[config.mk]
export PLATFORM = sky130hd
export DESIGN_NAME = feedback_round_robin_scheduler
export DESIGN_NICKNAME = d
export VERILOG_FILES = /design/src/design/frrs_pkg.sv /design/src/design/frrs_qmem.sv /design/src/design/feedback_round_robin_scheduler.sv
export SDC_FILE = /design/constraint.sdc
export NUM_CORES = 1
export LEC_CHECK = 0
export BUFFER_PORTS_ARGS = -buffer_cell sky130_fd_sc_hd__buf_2
export CAP_MARGIN = 40
export CORE_ASPECT_RATIO = 1.1
export CORE_MARGIN = 3
export CORE_UTILIZATION = 40
export DETAILED_ROUTE_END_ITERATION = 10
export SYNTH_ARGS = -nofsm -noshare
export SYNTH_HDL_FRONTEND = slang
export SYNTH_SLANG_ARGS = --single-unit
export TNS_END_PERCENT = 5
[constraint.sdc]
create_clock -name i_clk -period 16.22 [get_ports i_clk]
set_clock_uncertainty 0.05 [all_clocks]
set_input_delay 1.622 -clock i_clk [delete_from_list [all_inputs] [get_ports i_clk]]
set_output_delay 1.622 -clock i_clk [all_outputs]
set_load 0.01 [all_outputs]
[src/design/frrs_pkg.sv]
// Package for the feedback round-robin scheduler.
// Holds payload structs, state and event codes, queue and register indexes.
// No dependencies.
`timescale 1ns / 1ps

package frrs_pkg;

    // Default sizing
    localparam int QUEUE_DEPTH_DEF = 8;
    localparam int PID_BITS_DEF    = 8;

    // Reset values of the configuration registers
    localparam logic [7:0] QLEN_RST    = 8'd4;
    localparam logic [3:0] DISK_RST    = 4'd4;
    localparam logic [3:0] TAPE_RST    = 4'd6;
    localparam logic [3:0] PRINTER_RST = 4'd8;

    // Configuration register indexes
    localparam logic [1:0] CFG_QLEN    = 2'd0;
    localparam logic [1:0] CFG_DISK    = 2'd1;
    localparam logic [1:0] CFG_TAPE    = 2'd2;
    localparam logic [1:0] CFG_PRINTER = 2'd3;

    // Queue indexes
    localparam logic [1:0] Q_HI = 2'd0;
    localparam logic [1:0] Q_LO = 2'd1;
    localparam logic [1:0] Q_IO = 2'd2;

    // Device codes
    localparam logic [1:0] DEV_NONE    = 2'd0;
    localparam logic [1:0] DEV_DISK    = 2'd1;
    localparam logic [1:0] DEV_TAPE    = 2'd2;
    localparam logic [1:0] DEV_PRINTER = 2'd3;

    typedef enum logic [2:0] {
        EV_IDLE     = 3'd0,
        EV_CONTINUE = 3'd1,
        EV_FINISHED = 3'd2,
        EV_TO_IO    = 3'd3,
        EV_ROTATED  = 3'd4
    } t_event;

    typedef enum logic [2:0] {
        S_IDLE,
        S_SEL,
        S_RUN,
        S_IOST,
        S_IORD,
        S_IOWR,
        S_OUT
    } t_state;

    typedef struct packed {
        logic       arrival_valid;
        logic [7:0] arrival_pid;
        logic [7:0] arrival_burst;
        logic       arrival_high;
        logic [1:0] arrival_device;
    } t_in;

    typedef struct packed {
        logic       run_valid;
        logic [7:0] run_pid;
        logic [7:0] run_remaining;
        logic [2:0] run_event;
        logic       arrival_dropped;
        logic [3:0] high_count;
        logic [3:0] low_count;
        logic [3:0] io_count;
    } t_out;

endpackage

[src/design/frrs_qmem.sv]
// Queue storage for one process-record queue: one write port, one
// registered read port. Depends on nothing.
`timescale 1ns / 1ps

module frrs_qmem #(
    parameter int DEPTH = 8,
    parameter int WIDTH = 22
) (
    input  logic                     i_clk,
    input  logic                     i_we,
    input  logic [$clog2(DEPTH)-1:0] i_waddr,
    input  logic [WIDTH-1:0]         i_wdata,
    input  logic [$clog2(DEPTH)-1:0] i_raddr,
    output logic [WIDTH-1:0]         o_rdata
);

    logic [WIDTH-1:0] r_mem [DEPTH];

    // Write port
    always_ff @(posedge i_clk) begin
        if (i_we) begin
            r_mem[i_waddr] <= i_wdata;
        end
    end

    // Registered read port
    always_ff @(posedge i_clk) begin
        o_rdata <= r_mem[i_raddr];
    end

endmodule

[src/design/feedback_round_robin_scheduler.sv]
// Top level of the feedback round-robin scheduler: tick sequencer and queues.
// Depends on frrs_pkg and frrs_qmem.
`timescale 1ns / 1ps
//
// Usage:
//   Input channel (i_in_valid / o_in_ready / i_in_data) carries one time tick,
//   optionally with an arriving process. Output channel (o_out_valid /
//   i_out_ready / o_out_data) returns exactly one result per tick.
//   Configuration channel (i_cfg_valid / o_cfg_ready / i_cfg_index /
//   i_cfg_data) writes quantum and I/O times; it is always ready.
// Tick sequence:
//   An accepted tick steps through S_SEL, S_RUN (skipped when nothing runs),
//   S_IOST, one S_IORD/S_IOWR pair per I/O queue entry after the run step
//   (N of them, 0..QUEUE_DEPTH) and S_OUT. The walk reads and rewrites one
//   entry at a time via the single registered read port of the I/O queue
//   memory. The next tick is accepted the cycle after the result is taken.
// Reset:
//   i_rst_n low empties all queues, clears the running process and loads
//   the default register values; no clearing pass is needed.
// Stall:
//   The result is held in place while i_out_ready is low and no new tick
//   is accepted until it has been taken.

module feedback_round_robin_scheduler #(
    parameter int QUEUE_DEPTH = frrs_pkg::QUEUE_DEPTH_DEF,
    parameter int PID_BITS    = frrs_pkg::PID_BITS_DEF
) (
    input  logic           i_clk,
    input  logic           i_rst_n,
    input  logic           i_in_valid,
    output logic           o_in_ready,
    input  frrs_pkg::t_in  i_in_data,
    output logic           o_out_valid,
    input  logic           i_out_ready,
    output frrs_pkg::t_out o_out_data,
    input  logic           i_cfg_valid,
    output logic           o_cfg_ready,
    input  logic [1:0]     i_cfg_index,
    input  logic [7:0]     i_cfg_data
);

    import frrs_pkg::*;

    localparam int D  = QUEUE_DEPTH;
    localparam int PW = $clog2(D);
    localparam int CW = $clog2(D + 1);
    localparam int RW = PID_BITS + 14;

    // Queue index arithmetic with wrap at D
    function automatic logic [PW-1:0] wrap(input logic [PW-1:0] h, input logic [CW-1:0] o);
        logic [CW:0] s;
        s = (CW+1)'(h) + (CW+1)'(o);
        if (s >= (CW+1)'(D)) s = s - (CW+1)'(D);
        return s[PW-1:0];
    endfunction

    // Configuration registers
    logic [7:0] r_qlen;
    logic [3:0] r_disk, r_tape, r_printer;

    always_ff @(posedge i_clk) begin
        if (!i_rst_n) begin
            r_qlen    <= QLEN_RST;
            r_disk    <= DISK_RST;
            r_tape    <= TAPE_RST;
            r_printer <= PRINTER_RST;
        end else if (i_cfg_valid) begin
            unique case (i_cfg_index)
                CFG_QLEN:    r_qlen    <= i_cfg_data;
                CFG_DISK:    r_disk    <= i_cfg_data[3:0];
                CFG_TAPE:    r_tape    <= i_cfg_data[3:0];
                CFG_PRINTER: r_printer <= i_cfg_data[3:0];
                default:     r_qlen    <= r_qlen;
            endcase
        end
    end

    assign o_cfg_ready = 1'b1;

    // Queue memories
    logic          mem_we    [3];
    logic [PW-1:0] mem_waddr [3];
    logic [RW-1:0] mem_wdata [3];
    logic [PW-1:0] mem_raddr [3];
    logic [RW-1:0] mem_rdata [3];

    for (genvar g = 0; g < 3; g++) begin : g_q
        frrs_qmem #(.DEPTH(D), .WIDTH(RW)) u_qmem (
            .i_clk   (i_clk),
            .i_we    (mem_we[g]),
            .i_waddr (mem_waddr[g]),
            .i_wdata (mem_wdata[g]),
            .i_raddr (mem_raddr[g]),
            .o_rdata (mem_rdata[g])
        );
    end

    // Sequencer state
    t_state        r_state, n_state;
    logic [PW-1:0] r_head [3];
    logic [PW-1:0] n_head [3];
    logic [CW-1:0] r_cnt  [3];
    logic [CW-1:0] n_cnt  [3];
    logic          r_active, n_active, r_from_hi, n_from_hi;
    logic [7:0]    r_qused, n_qused;
    logic [CW-1:0] r_i, n_i, r_w, n_w, r_n, n_n;
    logic          r_rv, n_rv, r_drop, n_drop;
    logic [7:0]    r_pid, n_pid, r_rem, n_rem;
    t_event        r_ev, n_ev;

    // Read addresses: run reads the heads, the walk reads entry i
    assign mem_raddr[Q_HI] = r_head[Q_HI];
    assign mem_raddr[Q_LO] = r_head[Q_LO];
    assign mem_raddr[Q_IO] = wrap(r_head[Q_IO], r_i);

    always_ff @(posedge i_clk) begin
        if (!i_rst_n) begin
            r_state   <= S_IDLE;
            r_active  <= 1'b0;
            r_from_hi <= 1'b0;
            r_qused   <= '0;
            for (int k = 0; k < 3; k++) begin
                r_head[k] <= '0;
                r_cnt[k]  <= '0;
            end
        end else begin
            r_state   <= n_state;
            r_active  <= n_active;
            r_from_hi <= n_from_hi;
            r_qused   <= n_qused;
            for (int k = 0; k < 3; k++) begin
                r_head[k] <= n_head[k];
                r_cnt[k]  <= n_cnt[k];
            end
        end
    end

    always_ff @(posedge i_clk) begin
        r_i    <= n_i;
        r_w    <= n_w;
        r_n    <= n_n;
        r_rv   <= n_rv;
        r_drop <= n_drop;
        r_pid  <= n_pid;
        r_rem  <= n_rem;
        r_ev   <= n_ev;
    end

    // Sequencer next state and datapath
    always_comb begin
        logic [1:0]    q, oq, tq;
        logic [RW-1:0] c;
        logic [RW-1:0] e;
        logic [7:0]    rem;
        logic [7:0]    qu;
        logic [3:0]    iot;
        logic [15:0]   pid_ext;
        logic [15:0]   pid_out;
        logic          act;
        n_state   = r_state;
        n_active  = r_active;
        n_from_hi = r_from_hi;
        n_qused   = r_qused;
        n_i = r_i;
        n_w = r_w;
        n_n = r_n;
        n_rv = r_rv;
        n_drop = r_drop;
        n_pid = r_pid;
        n_rem = r_rem;
        n_ev = r_ev;
        for (int k = 0; k < 3; k++) begin
            n_head[k]    = r_head[k];
            n_cnt[k]     = r_cnt[k];
            mem_we[k]    = 1'b0;
            mem_waddr[k] = '0;
            mem_wdata[k] = '0;
        end
        q   = r_from_hi ? Q_HI : Q_LO;
        oq  = r_from_hi ? Q_LO : Q_HI;
        c   = mem_rdata[q];
        e   = mem_rdata[Q_IO];
        tq  = (e[5:4] == DEV_DISK) ? Q_LO : Q_HI;
        rem = (c[13:6] != 8'd0) ? c[13:6] - 8'd1 : 8'd0;
        qu  = (r_qused != 8'hFF) ? r_qused + 8'd1 : r_qused;
        iot = 4'd0;
        case (i_in_data.arrival_device)
            DEV_DISK:    iot = r_disk;
            DEV_TAPE:    iot = r_tape;
            DEV_PRINTER: iot = r_printer;
            default:     iot = 4'd0;
        endcase
        pid_ext = 16'(i_in_data.arrival_pid);
        pid_out = 16'(c[RW-1:14]);
        act = r_active;

        unique case (r_state)
            // Take a tick and enqueue its arrival
            S_IDLE: begin
                if (i_in_valid) begin
                    n_rv   = 1'b0;
                    n_pid  = '0;
                    n_rem  = '0;
                    n_ev   = EV_IDLE;
                    n_drop = 1'b0;
                    if (i_in_data.arrival_valid) begin
                        tq = i_in_data.arrival_high ? Q_HI : Q_LO;
                        if (r_cnt[tq] < CW'(D)) begin
                            mem_we[tq]    = 1'b1;
                            mem_waddr[tq] = wrap(r_head[tq], r_cnt[tq]);
                            mem_wdata[tq] = {pid_ext[PID_BITS-1:0],
                                             i_in_data.arrival_burst,
                                             i_in_data.arrival_device, iot};
                            n_cnt[tq]     = r_cnt[tq] + CW'(1);
                        end else begin
                            n_drop = 1'b1;
                        end
                    end
                    n_state = S_SEL;
                end
            end
            // Select the running process
            S_SEL: begin
                if (act && r_cnt[q] == '0) act = 1'b0;
                if (!act) begin
                    n_qused = '0;
                    if (r_cnt[Q_HI] != '0) begin
                        act = 1'b1;
                        n_from_hi = 1'b1;
                    end else if (r_cnt[Q_LO] != '0) begin
                        act = 1'b1;
                        n_from_hi = 1'b0;
                    end
                end
                n_active = act;
                n_state  = act ? S_RUN : S_IOST;
            end
            // Run the head for one unit
            S_RUN: begin
                n_rv  = 1'b1;
                n_pid = pid_out[7:0];
                n_rem = rem;
                n_ev  = EV_CONTINUE;
                n_qused = qu;
                if (rem == 8'd0) begin
                    n_ev = EV_FINISHED;
                end else if (c[5:4] != DEV_NONE) begin
                    if (r_cnt[Q_IO] < CW'(D)) begin
                        mem_we[Q_IO]    = 1'b1;
                        mem_waddr[Q_IO] = wrap(r_head[Q_IO], r_cnt[Q_IO]);
                        mem_wdata[Q_IO] = {c[RW-1:14], rem, c[5:0]};
                        n_cnt[Q_IO]     = r_cnt[Q_IO] + CW'(1);
                        n_ev = EV_TO_IO;
                    end
                end else if (qu >= r_qlen) begin
                    if (r_cnt[oq] < CW'(D)) begin
                        mem_we[oq]    = 1'b1;
                        mem_waddr[oq] = wrap(r_head[oq], r_cnt[oq]);
                        mem_wdata[oq] = {c[RW-1:14], rem, c[5:0]};
                        n_cnt[oq]     = r_cnt[oq] + CW'(1);
                        n_ev = EV_ROTATED;
                    end
                end
                if (n_ev == EV_CONTINUE) begin
                    mem_we[q]    = 1'b1;
                    mem_waddr[q] = r_head[q];
                    mem_wdata[q] = {c[RW-1:14], rem, c[5:0]};
                end else begin
                    n_head[q] = wrap(r_head[q], CW'(1));
                    n_cnt[q]  = r_cnt[q] - CW'(1);
                    n_active  = 1'b0;
                    n_qused   = '0;
                end
                n_state = S_IOST;
            end
            // Start the I/O walk
            S_IOST: begin
                n_i = '0;
                n_w = '0;
                n_n = r_cnt[Q_IO];
                n_state = (r_cnt[Q_IO] == '0) ? S_OUT : S_IORD;
            end
            // Wait for the I/O entry read
            S_IORD: begin
                n_state = S_IOWR;
            end
            // Count down, return, or keep (target queue full) one I/O entry
            S_IOWR: begin
                if (e[3:0] != 4'd0) begin
                    mem_we[Q_IO]    = 1'b1;
                    mem_waddr[Q_IO] = wrap(r_head[Q_IO], r_w);
                    mem_wdata[Q_IO] = {e[RW-1:4], e[3:0] - 4'd1};
                    n_w = r_w + CW'(1);
                end else if (r_cnt[tq] < CW'(D)) begin
                    mem_we[tq]    = 1'b1;
                    mem_waddr[tq] = wrap(r_head[tq], r_cnt[tq]);
                    mem_wdata[tq] = {e[RW-1:6], DEV_NONE, 4'd0};
                    n_cnt[tq]     = r_cnt[tq] + CW'(1);
                end else begin
                    mem_we[Q_IO]    = 1'b1;
                    mem_waddr[Q_IO] = wrap(r_head[Q_IO], r_w);
                    mem_wdata[Q_IO] = e;
                    n_w = r_w + CW'(1);
                end
                n_i = r_i + CW'(1);
                if (n_i == r_n) begin
                    n_cnt[Q_IO] = n_w;
                    n_state = S_OUT;
                end else begin
                    n_state = S_IORD;
                end
            end
            // Present the result
            S_OUT: begin
                if (i_out_ready) n_state = S_IDLE;
            end
            default: n_state = S_IDLE;
        endcase
    end

    // Handshakes and result
    logic [7:0] hc, lc, ic;
    assign hc = 8'(r_cnt[Q_HI]);
    assign lc = 8'(r_cnt[Q_LO]);
    assign ic = 8'(r_cnt[Q_IO]);

    assign o_in_ready  = (r_state == S_IDLE);
    assign o_out_valid = (r_state == S_OUT);
    always_comb begin
        o_out_data.run_valid       = r_rv;
        o_out_data.run_pid         = r_pid;
        o_out_data.run_remaining   = r_rem;
        o_out_data.run_event       = r_ev;
        o_out_data.arrival_dropped = r_drop;
        o_out_data.high_count      = hc[3:0];
        o_out_data.low_count       = lc[3:0];
        o_out_data.io_count        = ic[3:0];
    end

`ifndef SYNTHESIS
    // Queue counts stay within depth
    a_cnt_bound: assert property (@(posedge i_clk) disable iff (!i_rst_n)
        r_cnt[Q_HI] <= CW'(D) && r_cnt[Q_LO] <= CW'(D) && r_cnt[Q_IO] <= CW'(D))
        else $error("queue count above depth");
    // Walk never writes ahead of its read point
    a_walk_order: assert property (@(posedge i_clk) disable iff (!i_rst_n)
        r_state == S_IOWR |-> r_w <= r_i && r_i < r_n)
        else $error("I/O walk pointers out of order");
    // An idle result never names a process
    a_idle_result: assert property (@(posedge i_clk) disable iff (!i_rst_n)
        o_out_valid && !r_rv |-> r_ev == EV_IDLE && r_pid == 8'd0)
        else $error("idle result carries a process");
    // A result held under stall does not change
    a_hold: assert property (@(posedge i_clk) disable iff (!i_rst_n)
        o_out_valid && !i_out_ready |=> o_out_valid && $stable(o_out_data))
        else $error("result changed while stalled");
`endif

endmodule

==> reports/metrics.yaml <==
power:
  pwr-share-seq_pct: 49.5
  pwr-share-comb_pct: 10.4
  totalPowerFinal_mw: 4.063
  sw_frac_of_total_pct: 24.22
  p_leak_nw: 11.02
  clkPwrFrac_pct: 40.1
  p_switching_mw: 0.9839
  internal-power_mw: 3.079
  p_per_area_nw_per_um2: 124.4
  ir_drop_v: 0.00009163
yosys:
  synth_mux_area_share_pct: 15.15
  synth-xor-area-share_pct: 0.9495
  synthAdderAreaFrac_pct: 1.310
  synth_compound_area_share_pct: 7.112
  synth_seq_area_share_pct: 67.41
  syn_area_per_cell_sq_um: 16.15
  synth_cell_types: 84
  synth_top_family_by_area: "multiplexers"
  synth-edff-count: 561
  synth-simple-area-share_pct: 5.965
  ys_ff_latch: 678
  synth_ff_type: "edfxtp_1"
  syn_nets: 1825
  syn_area_sq_um: 28460
  synth_cells: 1762
  yosysWarnings: 0
  synthArstFlopShare_pct: 0
timing:
  hold_viol: 0
  min_period_over_period_pct: 32.06
  worst_pin_slew_ns: 0.9778
  slew_viol_final: 0
  fin_tns_setup_ns: 0
  setup_viol: 0
  rsz0062_at_grt: "no"
  fmax_mhz: 192.3
  finalCriticalPeriod_ns: 5.200
  max_slew_margin_pct: 34.81
worst_setup_path:
  worst_setup_path_end_kind: "flop"
  cpPeakStageDelay_ns: 0.67
  crit_required_ns: 16.47
  crit_path_top_delay_cell: "buf_4"
  worstSetupPathType: "flop to flop"
  crit_family: "simple AND/OR/NAND/NOR gates"
  cp-start-kind: "flop"
  crit_buf_inv: 3
  critPathMaxFanout: 76
  crit_top_cell: "buf_4"
  crit_path_cell_trace: "buf_4, inv_1, nand2_1, and2_1, ha_1, o211ai_1, nor2b_1, a41o_4, nand2_4, and3_1, a221o_1, nor3b_4, buf_4"
  arrival_ns: 5.45
layout:
  fin_nets: 1939
  multi_input_area_sq_um: 8793
  seqCellArea_sq_um: 19200
  fin_cells: 2859
  fillers: 6002
  area_delta_synth_final_pct: 14.71
  drive_above_1_share_pct: 27.34
  fin_util_pct: 46.81
grt:
  grt_pass1_wl_mm: 109.0
  grt_use_total_pct: 19.74
  grt_pass1_vias: 16470
  grt_max_degree: 77
  grt_overflow: 0
  antenna_found_initial: 2
drt:
  ant_nets: 0
  drt_iter0_drc: 1683
  firstDrtPassIters: 6
  viasPerCell: 5.775
  avgRoutedWirePerCell_microns: 25.69
  drc: 0
  routed_wl_mm: 73.46
  num_vias: 16510
clock_tree:
  cts_buffers: 70
  postCtsHoldBufs: 0
  post_cts_buffers: 0
  cts_root_buf: "clkbuf_16"
  clock_path_buffers: 3
  clock_sinks: 678
  htreeDepth: 3
  clk_pin_slew_ns: 0.06
  clock_latency_ns: 0.60
  ctsResizeCount: 0
  cts_tree: "done"
place:
  gp_congestion: 0.9040
  dpl.cell_count: 2723
  hpwl_mm: 48.41
  port_buffers: 69
hold_path:
  hold_path_class: "flop to flop"
die:
  die_area_sq_um: 74400
  core_sq_um: 69760
  rows: 101
  pin_count: 71
  die_x_microns: 260.3
  die_h_microns: 285.8
  start_util_pct: 40.81
status:
  status: "finished clean"
flow_run:
  maxCapViolCount: 0
==> cells in the mapped netlist (all sizes together), types with 4 or more instances <==
library cell	count	share of area, %
a21oi	38	0.67
inv	31	0.41
nor3b	8	0.26
nor2b	37	0.81
nor2	69	0.91
o211ai	6	0.16
a32o	4	0.15
a31oi	8	0.18
a22oi	51	1.3
a21o	5	0.14
or2	6	0.13
mux2	84	3.3
clkbuf	82	1.1
a32oi	4	0.12
a211oi	7	0.18
buf	29	0.59
a22o	8	0.25
nor3	23	0.42
o31ai	6	0.16
xnor2	18	0.58
nand4	6	0.13
o22ai	17	0.42
nand3b	6	0.16
a21boi	15	0.51
mux4	132	10
xor2	12	0.37
and2	19	0.42
edfxtp	561	59
o21a	4	0.11
or3	11	0.24
dfxtp	117	8.2
ha	25	1.1
nand3	25	0.44
nor4	6	0.13
o21ai	80	1.4
nand2b	7	0.15
and3	10	0.24
nand2	97	1.3
o221ai	10	0.31
mux2i	39	1.4
==> layout by cell type, fill, tap and decap left out, types with 12 or more instances in the layout <==
cell	netlist	routed
and2_1	18	18
a21oi_1	38	38
ha_1	25	25
nor3_1	22	18
nor2_1	69	61
nor2b_1	37	34
buf_2	5	88
a22oi_1	51	51
o21ai_0	77	76
nand2_1	96	96
mux4_2	132	132
edfxtp_1	561	561
o22ai_1	16	16
clkinv_2	0	13
buf_4	4	57
mux2_2	84	84
xor2_1	12	12
mux2i_1	38	38
nand3_1	25	25
inv_1	31	31
xnor2_1	17	17
dfxtp_1	117	112
clkbuf_16	0	73
==> state kept, by name (all words and copies together) (netlist names), 3 cells and up <==
name / flops
g_q.u_qmem.o_rdata: 66
r_tape: 4
r_i: 4
r_ev: 3
r_qlen: 8
r_head: 6
r_printer: 4
r_w: 4
r_cnt: 12
r_disk: 4
r_rem: 8
g_q.u_qmem.r_mem: 528
r_state: 3
r_pid: 8
r_qused: 8
r_n: 4
==> power by group through the flow <==
stage                     clock network, mW  logic (mW)  registers, mW
after floorplan                           0       0.272           2.02
after global routing                   1.73       0.453           2.01
after global placement                    0       0.393           2.05
after CTS                              1.67       0.419           2.01
after detailed placement                  0       0.417           2.05
final                                  1.63       0.422           2.01
==> cell families after synthesis <==
group                    Yosys count
AO/OA/AOI/OAI                    292
other                              1
XOR/XNOR                          30
flip-flops                       678
multiplexers                     255
AND/OR/NAND/NOR                  336
adder cells (fa/ha/maj)           28
buffers and inverters            142
==> path summary, 6_finish.rpt <==
kind | to | slack [ns] | from | cells after the start
setup / recovery | g_q[0].u_qmem.r_mem[1][2] | 11.02 | r_from_hi | 13
hold / removal | r_printer[3] | 0.43 | r_printer[3] | 2
setup reg to reg | g_q[0].u_qmem.r_mem[1][2] | 11.02 | r_from_hi | 13
hold reg to reg | r_printer[3] | 0.43 | r_printer[3] | 2
==> cell type report <==
cell class / instances / area share, %
tap: 927 / 3.552
inverter: 31 / 0.3564
clock inverter: 38 / 1.272
multi-input combinational: 942 / 26.93
sequential: 678 / 58.80
timing repair buffer: 153 / 3.119
clock buffer: 89 / 5.962
antenna: 1 / 0.007664
==> metrics by stage <==
step	setup slack (ns)	cell area (sq um)	hold slack [ns]
3_5_place_dp	10.91	30250	0.4163
4_1_cts	11.11	32610	0.4320
2_1_floorplan	9.664	28460	0.3888
3_3_place_gp	11.05	30000	0.4060
5_1_grt	10.75	32650	0.4559
6_report	11.02	32650	0.4307
==> routing by layer <==
metal | global-route usage (%) | vias to the layer above | wire length, microns
met5 | 0 | - | 0
met4 | 6.064 | 0 | 2038
met3 | 3.364 | 127 | 4939
met2 | 32.54 | 703 | 36040
met1 | 26.87 | 8490 | 30440
li1 | - | 7192 | -
==> worst min-delay path: stages, from the launching register on <==
cell and delay [ns]:
dfxtp_1 0.32, mux2i_1 0.07, nand2_1 0.06
Power figures use the tool's default switching activity.
